### src/sv/relay_bank_runtime_meter_core_assert.svh
// Assertion macros for the relay bank runtime meter: same-cycle and next-cycle implications.
`ifndef RELAY_BANK_RUNTIME_METER_CORE_ASSERT_SVH
`define RELAY_BANK_RUNTIME_METER_CORE_ASSERT_SVH
`ifndef SYNTHESIS
`define RBRM_ASSERT_SAME(label, clk, rst_n, ante, cons, msg) \
  label: assert property (@(posedge clk) disable iff (!rst_n) (ante) |-> (cons)) \
    else $error(msg);
`define RBRM_ASSERT_NEXT(label, clk, rst_n, ante, cons, msg) \
  label: assert property (@(posedge clk) disable iff (!rst_n) (ante) |=> (cons)) \
    else $error(msg);
`else
`define RBRM_ASSERT_SAME(label, clk, rst_n, ante, cons, msg)
`define RBRM_ASSERT_NEXT(label, clk, rst_n, ante, cons, msg)
`endif
`endif

### src/sv/rbrm_pkg.sv
// Shared types and constants for the relay bank runtime meter.
package rbrm_pkg;

  typedef enum logic [2:0] {
    OP_SET     = 3'd0,
    OP_TOGGLE  = 3'd1,
    OP_ALL_OFF = 3'd2,
    OP_ALL_ON  = 3'd3,
    OP_QUERY   = 3'd4,
    OP_UPDATE  = 3'd5
  } opcode_t;

  typedef enum logic [3:0] {
    S_IDLE,
    S_DECODE,
    S_GATE,
    S_ELAP,
    S_SEC,
    S_QUO,
    S_APPLY,
    S_DONE
  } ctl_state_t;

  // controller -> datapath
  typedef struct packed {
    logic capture;
    logic walk_clr;
    logic walk_inc;
    logic ld_elap;
    logic ld_sec;
    logic ld_quo;
    logic apply;
    logic mark_update;
    logic ld_out;
  } ctl_cmd_t;

  // datapath -> controller
  typedef struct packed {
    opcode_t op;
    logic    idx_valid;
    logic    upd_due;
    logic    walk_last;
  } ctl_stat_t;

  localparam logic [31:0] INTERVAL_RESET = 32'd10000;
  localparam logic [31:0] MS_PER_MIN     = 32'd60000;

  // x / 1000 == (x * DIV1000_MAGIC) >> DIV1000_SHIFT for any 32-bit x
  localparam logic [31:0] DIV1000_MAGIC = 32'h10624DD3;
  localparam int          DIV1000_SHIFT = 38;
  // x / 60 == (x * DIV60_MAGIC) >> DIV60_SHIFT for any 32-bit x
  localparam logic [31:0] DIV60_MAGIC   = 32'h88888889;
  localparam int          DIV60_SHIFT   = 37;

  // whole seconds in a 32-bit ms span, plus a remainder below 60
  localparam int          SEC_W    = 23;
  localparam int          QUO_W    = 17;
  localparam int          REM_W    = 6;
  localparam logic [SEC_W-1:0] SECS_MAX = 23'd4294967;

endpackage

### src/sv/rbrm_in_if.sv
// Command channel: valid/ready plus one command beat.
interface rbrm_in_if;
  logic        valid;
  logic        ready;
  logic [2:0]  opcode;
  logic [7:0]  relay_index;
  logic        on_value;
  logic [31:0] now_ms;

  modport source (output valid, opcode, relay_index, on_value, now_ms, input ready);
  modport sink   (input valid, opcode, relay_index, on_value, now_ms, output ready);
endinterface

### src/sv/rbrm_out_if.sv
// Result channel: valid/ready plus one result beat.
interface rbrm_out_if;
  logic        valid;
  logic        ready;
  logic [7:0]  relay_mask;
  logic [7:0]  pin_levels;
  logic [31:0] runtime_seconds;
  logic        relay_state;
  logic        index_error;

  modport source (output valid, relay_mask, pin_levels, runtime_seconds, relay_state,
                  index_error, input ready);
  modport sink   (input valid, relay_mask, pin_levels, runtime_seconds, relay_state,
                  index_error, output ready);
endinterface

### src/sv/rbrm_datapath.sv
// Datapath: relay state and meters, ms-to-seconds and seconds-to-minutes dividers, result register.
`include "relay_bank_runtime_meter_core_assert.svh"
module rbrm_datapath
  import rbrm_pkg::*;
#(
  parameter int NUM_RELAYS = 8
) (
  input  logic        clk,
  input  logic        rst_n,
  input  logic        cfg_we,
  input  logic [31:0] cfg_wdata,
  input  logic [2:0]  in_opcode,
  input  logic [7:0]  in_relay_index,
  input  logic        in_on_value,
  input  logic [31:0] in_now_ms,
  input  ctl_cmd_t    cmd,
  output ctl_stat_t   stat,
  output logic [7:0]  out_relay_mask,
  output logic [7:0]  out_pin_levels,
  output logic [31:0] out_runtime_seconds,
  output logic        out_relay_state,
  output logic        out_index_error
);

  localparam int IW = (NUM_RELAYS > 1) ? $clog2(NUM_RELAYS) : 1;
  localparam logic [IW-1:0] LAST_IDX = IW'(NUM_RELAYS - 1);

  // configuration and meter state
  logic [31:0]           interval_r;
  logic [31:0]           last_update_r;
  logic [NUM_RELAYS-1:0] relay_on_r;
  logic [31:0]           start_r   [NUM_RELAYS];
  logic [31:0]           minutes_r [NUM_RELAYS];
  logic [REM_W-1:0]      rem_r     [NUM_RELAYS];

  // captured command
  opcode_t     op_r;
  logic [7:0]  idx_r;
  logic        val_r;
  logic [31:0] now_r;

  // walk and arithmetic pipeline
  logic [IW-1:0]    walk_r;
  logic [31:0]      elap_r;
  logic [SEC_W-1:0] secs_r;
  logic [SEC_W-1:0] sum_r;
  logic [QUO_W-1:0] q_r;
  logic [31:0]      qsecs_r;

  logic             walking;
  logic             idx_valid;
  logic             single_op;
  logic [IW-1:0]    sel;
  logic             cur_on;
  logic             target;
  logic [63:0]      prod_ms;
  logic [SEC_W-1:0] sum_nxt;
  logic [63:0]      prod_sec;
  logic [SEC_W-1:0] q60;
  logic [SEC_W-1:0] fold_rem;
  logic [31:0]      q_ms;
  logic [31:0]      min60;
  logic [31:0]      total_secs;

  assign walking   = (op_r == OP_ALL_OFF) || (op_r == OP_ALL_ON) || (op_r == OP_UPDATE);
  assign single_op = (op_r == OP_SET) || (op_r == OP_TOGGLE) || (op_r == OP_QUERY);
  assign idx_valid = idx_r < 8'(NUM_RELAYS);
  assign sel       = walking ? walk_r : idx_r[IW-1:0];
  assign cur_on    = relay_on_r[sel];

  assign stat.op        = op_r;
  assign stat.idx_valid = idx_valid;
  assign stat.upd_due   = (now_r - last_update_r) >= interval_r;
  assign stat.walk_last = walk_r == LAST_IDX;

  always_comb begin
    unique case (op_r)
      OP_SET:     target = val_r;
      OP_TOGGLE:  target = ~cur_on;
      OP_ALL_ON:  target = 1'b1;
      OP_ALL_OFF: target = 1'b0;
      default:    target = cur_on;
    endcase
  end

  // ms -> whole seconds
  assign prod_ms  = {32'd0, elap_r} * {32'd0, DIV1000_MAGIC};
  // fold adds the old remainder; the update pass takes bare elapsed seconds
  assign sum_nxt  = (op_r == OP_UPDATE) ? secs_r : SEC_W'(rem_r[sel]) + secs_r;
  // seconds -> whole minutes
  assign prod_sec = {{(64-SEC_W){1'b0}}, sum_nxt} * {32'd0, DIV60_MAGIC};
  assign q60      = SEC_W'({q_r, 6'd0}) - SEC_W'({q_r, 2'd0});
  assign fold_rem = sum_r - q60;
  assign q_ms     = 32'(q_r) * MS_PER_MIN;
  assign min60    = {minutes_r[sel][25:0], 6'd0} - {minutes_r[sel][29:0], 2'd0};
  assign total_secs = min60 + 32'(rem_r[sel]) + (cur_on ? 32'(secs_r) : 32'd0);

  always_ff @(posedge clk) begin
    if (!rst_n) begin
      interval_r    <= INTERVAL_RESET;
      last_update_r <= '0;
      relay_on_r    <= '0;
      walk_r        <= '0;
      for (int i = 0; i < NUM_RELAYS; i++) begin
        start_r[i]   <= '0;
        minutes_r[i] <= '0;
        rem_r[i]     <= '0;
      end
    end else begin
      if (cfg_we) begin
        interval_r <= cfg_wdata;
      end
      if (cmd.mark_update) begin
        last_update_r <= now_r;
      end
      if (cmd.walk_clr) begin
        walk_r <= '0;
      end else if (cmd.walk_inc) begin
        walk_r <= walk_r + 1'b1;
      end
      if (cmd.apply) begin
        if (op_r == OP_UPDATE) begin
          if (cur_on && (q_r != '0)) begin
            minutes_r[sel] <= minutes_r[sel] + 32'(q_r);
            start_r[sel]   <= start_r[sel] + q_ms;
          end
        end else if (op_r != OP_QUERY && target != cur_on) begin
          relay_on_r[sel] <= target;
          if (target) begin
            start_r[sel] <= now_r;
          end else begin
            minutes_r[sel] <= minutes_r[sel] + 32'(q_r);
            rem_r[sel]     <= fold_rem[REM_W-1:0];
          end
        end
      end
    end
  end

  // payload registers
  always_ff @(posedge clk) begin
    if (cmd.capture) begin
      op_r    <= opcode_t'(in_opcode);
      idx_r   <= in_relay_index;
      val_r   <= in_on_value;
      now_r   <= in_now_ms;
      qsecs_r <= '0;
    end else if (cmd.apply && op_r == OP_QUERY) begin
      qsecs_r <= total_secs;
    end
    if (cmd.ld_elap) begin
      elap_r <= now_r - start_r[sel];
    end
    if (cmd.ld_sec) begin
      secs_r <= prod_ms[DIV1000_SHIFT +: SEC_W];
    end
    if (cmd.ld_quo) begin
      sum_r <= sum_nxt;
      q_r   <= prod_sec[DIV60_SHIFT +: QUO_W];
    end
    if (cmd.ld_out) begin
      out_relay_mask      <= 8'(relay_on_r);
      out_pin_levels      <= ~8'(relay_on_r);
      out_runtime_seconds <= qsecs_r;
      out_relay_state     <= (single_op && idx_valid) ? relay_on_r[idx_r[IW-1:0]] : 1'b0;
      out_index_error     <= single_op && !idx_valid;
    end
  end

  `RBRM_ASSERT_NEXT(a_secs_range, clk, rst_n, cmd.ld_sec, secs_r <= SECS_MAX, "seconds out of range")
  `RBRM_ASSERT_NEXT(a_fold_rem, clk, rst_n, cmd.ld_quo, fold_rem < SEC_W'(60), "remainder not below 60")
  `RBRM_ASSERT_NEXT(a_walk_start, clk, rst_n, cmd.walk_clr, walk_r == '0, "walk did not restart")

endmodule

### src/sv/rbrm_ctrl.sv
// Controller: command sequencing, relay walk and channel handshakes.
`include "relay_bank_runtime_meter_core_assert.svh"
module rbrm_ctrl
  import rbrm_pkg::*;
(
  input  logic      clk,
  input  logic      rst_n,
  input  logic      in_valid,
  output logic      in_ready,
  output logic      out_valid,
  input  logic      out_ready,
  input  ctl_stat_t stat,
  output ctl_cmd_t  cmd
);

  ctl_state_t state_r, state_nxt;
  logic       out_valid_r, out_valid_nxt;
  logic       walking;

  assign walking   = (stat.op == OP_ALL_OFF) || (stat.op == OP_ALL_ON) ||
                     (stat.op == OP_UPDATE);
  assign out_valid = out_valid_r;

  always_ff @(posedge clk) begin
    if (!rst_n) begin
      state_r     <= S_IDLE;
      out_valid_r <= 1'b0;
    end else begin
      state_r     <= state_nxt;
      out_valid_r <= out_valid_nxt;
    end
  end

  always_comb begin
    state_nxt     = state_r;
    out_valid_nxt = out_valid_r & ~out_ready;
    cmd           = '0;
    in_ready      = 1'b0;
    unique case (state_r)
      S_IDLE: begin
        in_ready = 1'b1;
        if (in_valid) begin
          cmd.capture = 1'b1;
          state_nxt   = S_DECODE;
        end
      end
      S_DECODE: begin
        cmd.walk_clr = 1'b1;
        unique case (stat.op)
          OP_SET, OP_TOGGLE, OP_QUERY: state_nxt = stat.idx_valid ? S_ELAP : S_DONE;
          OP_ALL_OFF, OP_ALL_ON:       state_nxt = S_ELAP;
          OP_UPDATE:                   state_nxt = S_GATE;
          default:                     state_nxt = S_DONE;
        endcase
      end
      S_GATE: begin
        if (stat.upd_due) begin
          cmd.mark_update = 1'b1;
          state_nxt       = S_ELAP;
        end else begin
          state_nxt = S_DONE;
        end
      end
      S_ELAP: begin
        cmd.ld_elap = 1'b1;
        state_nxt   = S_SEC;
      end
      S_SEC: begin
        cmd.ld_sec = 1'b1;
        state_nxt  = S_QUO;
      end
      S_QUO: begin
        cmd.ld_quo = 1'b1;
        state_nxt  = S_APPLY;
      end
      S_APPLY: begin
        cmd.apply = 1'b1;
        if (walking && !stat.walk_last) begin
          cmd.walk_inc = 1'b1;
          state_nxt    = S_ELAP;
        end else begin
          state_nxt = S_DONE;
        end
      end
      S_DONE: begin
        if (!out_valid_r || out_ready) begin
          cmd.ld_out    = 1'b1;
          out_valid_nxt = 1'b1;
          state_nxt     = S_IDLE;
        end
      end
      default: state_nxt = S_IDLE;
    endcase
  end

  `RBRM_ASSERT_NEXT(a_accept_busy, clk, rst_n, in_valid && in_ready, state_r == S_DECODE, "accepted beat not decoded")
  `RBRM_ASSERT_NEXT(a_single_once, clk, rst_n, state_r == S_APPLY && !walking, state_r == S_DONE, "single relay command applied twice")
  `RBRM_ASSERT_SAME(a_load_free, clk, rst_n, cmd.ld_out, !out_valid_r || out_ready, "result overwritten before taken")

endmodule

### src/sv/relay_bank_runtime_meter_core.sv
// Relay bank runtime meter top level: controller, datapath and channel wiring.
// Set/toggle/query make one relay visit between accept and result valid (bad index or unused opcode:
//   none); all on/off visit every relay; periodic update visits every relay when due, else none.
// A new command is taken only after the last result is loaded; each relay visit runs through the shared
//   ms/1000 and sec/60 reciprocal multipliers in order (elapsed, seconds, minutes, write-back).
// Reset (rst_n low, sync): all relays off, meters and last-update time zero, interval 10000 ms.
module relay_bank_runtime_meter_core
  import rbrm_pkg::*;
#(
  parameter int NUM_RELAYS = 8
) (
  input  logic        clk,
  input  logic        rst_n,
  input  logic        cfg_we,
  input  logic [31:0] cfg_wdata,
  rbrm_in_if.sink     in_if,
  rbrm_out_if.source  out_if
);

  ctl_cmd_t  cmd;
  ctl_stat_t stat;

  // Sequencer: accepts one command beat, walks relays when needed, then
  // parks the result in the output register. A new beat is taken as soon
  // as the result is loaded, even if the sink has not yet pulled it.
  rbrm_ctrl u_ctrl (
    .clk       (clk),
    .rst_n     (rst_n),
    .in_valid  (in_if.valid),
    .in_ready  (in_if.ready),
    .out_valid (out_if.valid),
    .out_ready (out_if.ready),
    .stat      (stat),
    .cmd       (cmd)
  );

  // Meter state, the divider pipeline and the result register.
  rbrm_datapath #(
    .NUM_RELAYS (NUM_RELAYS)
  ) u_dp (
    .clk                 (clk),
    .rst_n               (rst_n),
    .cfg_we              (cfg_we),
    .cfg_wdata           (cfg_wdata),
    .in_opcode           (in_if.opcode),
    .in_relay_index      (in_if.relay_index),
    .in_on_value         (in_if.on_value),
    .in_now_ms           (in_if.now_ms),
    .cmd                 (cmd),
    .stat                (stat),
    .out_relay_mask      (out_if.relay_mask),
    .out_pin_levels      (out_if.pin_levels),
    .out_runtime_seconds (out_if.runtime_seconds),
    .out_relay_state     (out_if.relay_state),
    .out_index_error     (out_if.index_error)
  );

endmodule
### src/flat_wrapper.sv
// flat-port wrapper written by rule: the top's interface ports become plain ports
module relay_bank_runtime_meter_core_flat import rbrm_pkg::*;
#(
  parameter int NUM_RELAYS = 8
)
  (clk, rst_n, cfg_we, cfg_wdata, in_if_valid, in_if_opcode, in_if_relay_index, in_if_on_value, in_if_now_ms, in_if_ready, out_if_valid, out_if_relay_mask, out_if_pin_levels, out_if_runtime_seconds, out_if_relay_state, out_if_index_error, out_if_ready);
  rbrm_in_if in_if_i ();
  rbrm_out_if out_if_i ();
  input  logic clk;
  input  logic rst_n;
  input  logic cfg_we;
  input  logic [31:0] cfg_wdata;
  input wire logic [$bits(in_if_i.valid)-1:0] in_if_valid;
  input wire logic [$bits(in_if_i.opcode)-1:0] in_if_opcode;
  input wire logic [$bits(in_if_i.relay_index)-1:0] in_if_relay_index;
  input wire logic [$bits(in_if_i.on_value)-1:0] in_if_on_value;
  input wire logic [$bits(in_if_i.now_ms)-1:0] in_if_now_ms;
  output wire logic [$bits(in_if_i.ready)-1:0] in_if_ready;
  output wire logic [$bits(out_if_i.valid)-1:0] out_if_valid;
  output wire logic [$bits(out_if_i.relay_mask)-1:0] out_if_relay_mask;
  output wire logic [$bits(out_if_i.pin_levels)-1:0] out_if_pin_levels;
  output wire logic [$bits(out_if_i.runtime_seconds)-1:0] out_if_runtime_seconds;
  output wire logic [$bits(out_if_i.relay_state)-1:0] out_if_relay_state;
  output wire logic [$bits(out_if_i.index_error)-1:0] out_if_index_error;
  input wire logic [$bits(out_if_i.ready)-1:0] out_if_ready;
  assign in_if_i.valid = in_if_valid;
  assign in_if_i.opcode = in_if_opcode;
  assign in_if_i.relay_index = in_if_relay_index;
  assign in_if_i.on_value = in_if_on_value;
  assign in_if_i.now_ms = in_if_now_ms;
  assign in_if_ready = in_if_i.ready;
  assign out_if_valid = out_if_i.valid;
  assign out_if_relay_mask = out_if_i.relay_mask;
  assign out_if_pin_levels = out_if_i.pin_levels;
  assign out_if_runtime_seconds = out_if_i.runtime_seconds;
  assign out_if_relay_state = out_if_i.relay_state;
  assign out_if_index_error = out_if_i.index_error;
  assign out_if_i.ready = out_if_ready;
  relay_bank_runtime_meter_core #(.NUM_RELAYS(NUM_RELAYS)) u_core (.clk(clk), .rst_n(rst_n), .cfg_we(cfg_we), .cfg_wdata(cfg_wdata), .in_if(in_if_i), .out_if(out_if_i));
endmodule
### config.mk
export PLATFORM = sky130hd
export DESIGN_NAME = relay_bank_runtime_meter_core_flat
export DESIGN_NICKNAME = d
export VERILOG_FILES = /design/src/sv/rbrm_pkg.sv /design/src/sv/rbrm_in_if.sv /design/src/sv/rbrm_out_if.sv /design/src/sv/rbrm_datapath.sv /design/src/sv/rbrm_ctrl.sv /design/src/sv/relay_bank_runtime_meter_core.sv /design/src/flat_wrapper.sv
export VERILOG_INCLUDE_DIRS = /design/src /design/src/sv
export SDC_FILE = /design/constraint.sdc
export NUM_CORES = 2
export LEC_CHECK = 0
export ABC_AREA = 1
export BUFFER_PORTS_ARGS = -buffer_cell sky130_fd_sc_hd__buf_2
export CAP_MARGIN = 20
export CORE_UTILIZATION = 50
export CTS_CLUSTER_SIZE = 28
export DETAILED_ROUTE_END_ITERATION = 8
export GPL_ROUTABILITY_DRIVEN = 0
export GPL_TIMING_DRIVEN = 0
export PLACE_DENSITY = 0.73
export SETUP_SLACK_MARGIN = 0.15
export SLEW_MARGIN = 20
export SYNTH_ARGS = -nofsm -noshare
export SYNTH_HDL_FRONTEND = slang
export SYNTH_SLANG_ARGS = --single-unit
### constraint.sdc
create_clock -name clk -period 11.9 [get_ports clk]
set_input_delay 0.595 -clock clk [delete_from_list [all_inputs] [get_ports clk]]
set_output_delay 0.595 -clock clk [all_outputs]
set_load 0.01 [all_outputs]
After elaboration in Yosys (flattened, before gate mapping)
Memories as Yosys holds them, arrays and structs flattened.
Cells that the tools add are included.

storage, ports and cells
  register bits = 284
  latch bits = 0
  memory bits (writable) = 560
  ROM bits = 0
  bits of input ports = 81
  output and inout bits = 52
  memories = 3

memories
  memory                 depth  width  read ports  clocked after Yosys merged registers in  write ports  line                 text
  u_core.u_dp.minutes_r  8      32     1           0                                        8            rbrm_datapath.sv:33  logic [31:0] minutes_r [NUM_RELAYS];
  u_core.u_dp.start_r    8      32     1           0                                        8            rbrm_datapath.sv:32  logic [31:0] start_r [NUM_RELAYS];
  u_core.u_dp.rem_r      8      6      1           0                                        8            rbrm_datapath.sv:34  logic [REM_W-1:0] rem_r [NUM_RELAYS];

cells by class
  $add $sub $neg = 11
  multiply operators = 3
  divide/modulo/power cells = 0
  magnitude comparators = 5
  eq/ne operators = 17
  shift operators = 0
  multiplexer cells = 63
  bitwise logic cells = 8
  reduce and logical (&&, ||, !) cells = 26

operator list
  kind                                                 number
  two-way mux 32 bit                                   4
  subtractor 32 bit                                    3
  OR reduction 32 bit                                  2
  multiplier 32 x 29 -> 61 bit, second input constant  1
  multiplier 23 x 32 -> 54 bit, second input constant  1
  two-way mux 23 bit                                   2
  two-way mux 1 bit                                    40
  adder 32 x 17 -> 32 bit                              1
  adder 32 x 23 -> 32 bit                              1
  adder 32 bit                                         1
  adder 32 x 6 -> 32 bit                               1
  >= comparator 32 bit                                 1
  one-hot mux 4 bit (8 select lines)                   1
  multiplier 17 x 11 -> 27 bit, second input constant  1
  adder 6 x 23 -> 23 bit                               1
  two-way mux 3 bit                                    7
  nonzero test 17 bit                                  1
  == test 4 x 3 -> 1 bit, second input constant        4
  == test 3 bit, second input constant                 3
  one-hot mux 3 bit (3 select lines)                   1
  bitwise mux 8 bit                                    1
  == test 4 x 2 -> 1 bit, second input constant        2
  < comparator 3 x 4 -> 1 bit, second input constant   2
  < comparator 8 x 4 -> 1 bit, second input constant   1
  other kinds (29)                                     50

Longest topological paths before layout
  depth in word-level cells = 18
  depth in mapped cells = 51
  mapped depth without buffers = 50

Cells and area by module
Synthesis repeated with hierarchy kept, for this count alone.

unflattened totals
  cells, all modules = 7352
  area total of the unflattened synthesis = 67283.3 um^2

by module, submodules not included
  module         times used  cells each  area each (um^2)  seq. area each (um^2)
  rbrm_datapath  1           7295        66958.0           23642.7
  rbrm_ctrl      1           57          325.3             80.1

Worst setup path after synthesis
No wires, ideal clock.

  path kind = register -> register
  start point = register u_core.u_dp.op_r[2]
  end point = register u_core.u_dp.q_r[12], data pin
  arrival = 8.021 ns
  data required time = 11.639 ns
  setup slack = 3.618 ns
  cell stages (with the launch flop) = 47
  path buffers = 3
  cell sequence = edfxtp_1 > nand3_4 > nand2_4 > nand2_2 > nand2_2 > buf_6 > buf_4 > nand3_1 > clkbuf_1 > o22ai_1 > nor2_1 > nand2_1 > inv_1 > ha_1 > inv_1 > fa_1 > o21ai_0 > nand2_1 > (+11 left out) > fa_1 > inv_1 > fa_1 > inv_1 > fa_1 > ha_1 > ha_1 > nand2_1 > inv_1 > nand2_1 > inv_1 > nand2_1 > nand2_1 > a21oi_1 > nor2_1 > a211oi_1 > nand2_1 > xor2_1

between the ends
  cells in the longest elaborated chain, start to end = 8
  elaborated cells on any way between the ends = 10
  classes of those cells = add/sub: 1; mul: 1; eq/ne: 3; mux: 2; reduce/logical: 2; memory: 1

RTL lines
  element                             line                  text
  start, declared                     rbrm_datapath.sv:37   opcode_t op_r;
  start signal, assigned              rbrm_datapath.sv:143  op_r <= opcode_t'(in_opcode);
  == test 3 x 2 -> 1 bit              rbrm_datapath.sv:65   assign walking = (op_r == OP_ALL_OFF) || (op_r == OP_ALL_ON) || (op_r == OP_UPDATE);
  logical OR 1 bit (2 in series)      rbrm_datapath.sv:65
  two-way mux 3 bit                   rbrm_datapath.sv:68   assign sel = walking ? walk_r : idx_r[IW-1:0];
  memory (8 x 6 bit)                  n/a
  adder 6 x 23 -> 23 bit              rbrm_datapath.sv:89   assign sum_nxt = (op_r == OP_UPDATE) ? secs_r : SEC_W'(rem_r[sel]) + secs_r;
  two-way mux 23 bit (*)              rbrm_datapath.sv:89
  multiplier 23 x 32 -> 54 bit (*)    rbrm_datapath.sv:91   assign prod_sec = {{(64-SEC_W){1'b0}}, sum_nxt} * {32'd0, DIV60_MAGIC};
  named net u_core.u_dp.prod_sec[49]  rbrm_datapath.sv:58   logic [63:0] prod_sec;
  end signal, assigned                rbrm_datapath.sv:159  q_r <= prod_sec[DIV60_SHIFT +: QUO_W];
  end, declared                       rbrm_datapath.sv:47   logic [QUO_W-1:0] q_r;

Mark *: on every way through the listed nets, which the timed path passes. The rest lies on a longest branch.
A chain may end at the register's enable or synchronous reset.

Worst setup path after layout
  start point = register u_core.u_dp.op_r[1]
  end point = register u_core.u_dp.q_r[10], data pin

Same word-level chain as after synthesis.

==> metrics.txt <==
dpl cells=9,231; crit path DAT=11,470 ps; Post-synth EDFFs=716; Cells after Synth=7,306; setup bufs post-CTS=0; Area contributors post-synth=edfxtp_1 32%, ha_1 15%, fa_1 14%; mux cell area share after synthesis=0; Post-layout nets=8,916; vias=54,216; core area=0.133 mm^2; syn_area_per_cell=9.20 um^2; IO Pins=133; CP max-delay cell=nand3_1; TritonCTS clock tree=done; main combinational cell family by area after synthesis=adder cells; H-tree depth=3; hold_buf cts=0; PortBufs=131; post-synth cell types=62; Critical Path RT=12,340 ps; Reg clk slew, reported paths=60 ps; Max-Slew Margin vs Limit=0.216; Synth area leader=edfxtp_1; commonest non-fill, non-tap cell in the layout=inv_1; period utilisation layout=0.927; MaxCap Viol Count=0; hpwl dp=158,000 um; most frequent cells in the layout=1,203 x inv_1, 1,149 x nand2_1, 961 x nor2_1; first-pass GRT wire length=307,000 um; WP buf/inv=10; area share of the largest cell type after synthesis=0.320; WL/cell=21.6 um; Worst path depth=48; delay-heaviest family, CP=simple AND/OR/NAND/NOR gates; starting density of the core=0.504; Worst Clk Skew=32.7 ps; compound-gate portion of the synthesized area=0.0984; area occupied by registers=0.0237 mm^2; remaining global-route overflow=0; XOR/XNOR Fraction of Synth Area=0.0253; post-route minimum period=11,030 ps; Setup TNS=0 ps; Crit Path Class=reg2reg; unrepaired setup endpoints after global routing=false; Main synth FF type=edfxtp_1; Die Area=0.136 mm^2; vias in the first global route=53,232; Clock Sink Count=827; largest net degree at the start of global routing=33; cell repeated most along the worst path=nand2_1; clk root buf=clkbuf_16; final worst slack=871 ps; setup violators final=0; status=finished, final reports clean; sequential fraction of the synthesis area=0.353; Resized Gates After CTS=0; Area Overhead vs Synth=9.43%; Hold Crit Class=in2reg; Clock Latency Late Sink=720 ps; drc violations=0; # rows=134; crit end category=register; YS warnings=0; max-slew violations=0; Vias/cell=5.77; Reg2Reg Depth=48; crit start category=register; post-synthesis register bit count=827; crit-path max cell delay=700 ps; CTS Buf Count=89; Antenna Nets Post-Route=0; endpoints failing hold=0; Post-Syn Nets=8,668; Max Root-Sink Buffers=3; multi-input logic area=0.0383 mm^2; layout filler cell count=11,702; Post-Synth Simple-Gate Area=0.155; DRT iter0 DRCs=6,325; drt pass-1 iters=6; ys async rst share=0; Routed WL=203,000 um; GRT Resource Usage Total=0.297; dpl ws=1250 ps; FMAX=90.7 MHz; worst-path maximum fanout=10; share of layout cells above drive strength 1=0.0621; Die Wd=369 um; Worst Hold Depth=1; initial antenna violation count=4; Synth Cell Area=0.0672 mm^2; worst-margin pin slew=1180 ps; Adder-Cell Fraction of Synth Area=0.289; die span in y=369 um; non-filler cells, final=9,390
==> worst register-to-register path, delay by kind of cell, from the launching register on <==
| family | cells | cell delay (ps) |
|---|---|---|
| compound gates | 3 | 510 |
| xor+xnor | 2 | 510 |
| fa+ha+maj | 8 | 3300 |
| buf+inv | 10 | 1670 |
| flops | 1 | 530 |
| simple gates | 25 | 4230 |
==> per-stage QoR <==
step                      hold slack (ps)  area (um^2)  utilization
final                                59.4        73600        0.551
after global routing                 34.9        73600        0.551
after CTS                            16.0        73600        0.551
after detailed placement              420        70600        0.529
after global placement                417        70100        0.525
after floorplan                       403        67200            -
==> Yosys cell counts (15+ instances only) <==
master	instances
fa_1	457
o211ai_1	18
nor4_1	20
a22oi_1	27
a21o_1	43
buf_2	87
edfxtp_1	716
xor2_1	135
a21oi_1	423
nand4_1	69
inv_1	1203
o22ai_1	15
dfxtp_1	111
a221oi_1	62
a22o_1	53
nand3_1	209
nor3_1	61
xnor2_1	59
o21bai_1	29
o21ai_0	286
nor2_1	964
clkbuf_1	51
nand2_1	1165
ha_1	824
a31oi_1	35
==> routing by layer <==
metal	vias up	part of all wire	global-route usage
met1	25775	0.39	0.389
met2	3083	0.45	0.474
met5	-	0.00020	0
met3	598	0.11	0.0611
li1	24754	-	-
met4	6	0.051	0.134
==> flip-flops by register name (all words and copies together), names as in the netlist, 3 cells and up <==
register and cells:
u_core.u_dp.last_update_r 32, u_core.u_dp.relay_on_r 8, u_core.u_dp.rem_r 48, u_core.u_dp.walk_r 3, u_core.u_dp.out_pin_levels 8, u_core.u_dp.interval_r 32, u_core.u_dp.q_r 17, u_core.u_dp.secs_r 23
u_core.u_dp.out_relay_mask 8, u_core.u_dp.sum_r 6, u_core.u_dp.idx_r 8, u_core.u_dp.start_r 256, u_core.u_dp.now_r 32, u_core.u_ctrl.state_r 3, u_core.u_dp.out_runtime_seconds 32, u_core.u_dp.minutes_r 240
u_core.u_dp.qsecs_r 32, u_core.u_dp.op_r 3, u_core.u_dp.elap_r 32
==> cell type report <==
| class | instances | share of cell area |
|---|---|---|
| multi-input cells | 5112 | 0.520 |
| flip-flops and latches | 827 | 0.322 |
| inverters | 1213 | 0.0619 |
| clock buffers | 106 | 0.0316 |
| well taps | 1768 | 0.0301 |
| repair buffers | 157 | 0.0155 |
| plain buffers | 154 | 0.0103 |
| clock inverters | 52 | 0.00816 |
| diodes | 1 | 0.0000340 |
==> cells by family (layout without fill, tap and decap cells) <==
kind of cell,count (synthesis),in the layout
fa+ha+maj,1281,1281
flops,827,827
xor+xnor,194,194
other cells,0,1
simple gates,2551,2551
buf+inv,1367,1682
compound gates,1086,1086
==> final timing paths <==
path	startpoint	to	slack (ps)
setup / recovery	u_core.u_dp.op_r[1]	u_core.u_dp.q_r[10]	870
hold / removal	in_if_now_ms[30]	u_core.u_dp.now_r[30]	60
setup reg to reg	u_core.u_dp.op_r[1]	u_core.u_dp.q_r[10]	870
hold reg to reg	u_core.u_dp.qsecs_r[25]	u_core.u_dp.out_runtime_seconds[25]	430
Power is left out: the tool's default activity adds up to more than one toggle a clock period on the data nets, which glitch-free logic cannot reach.
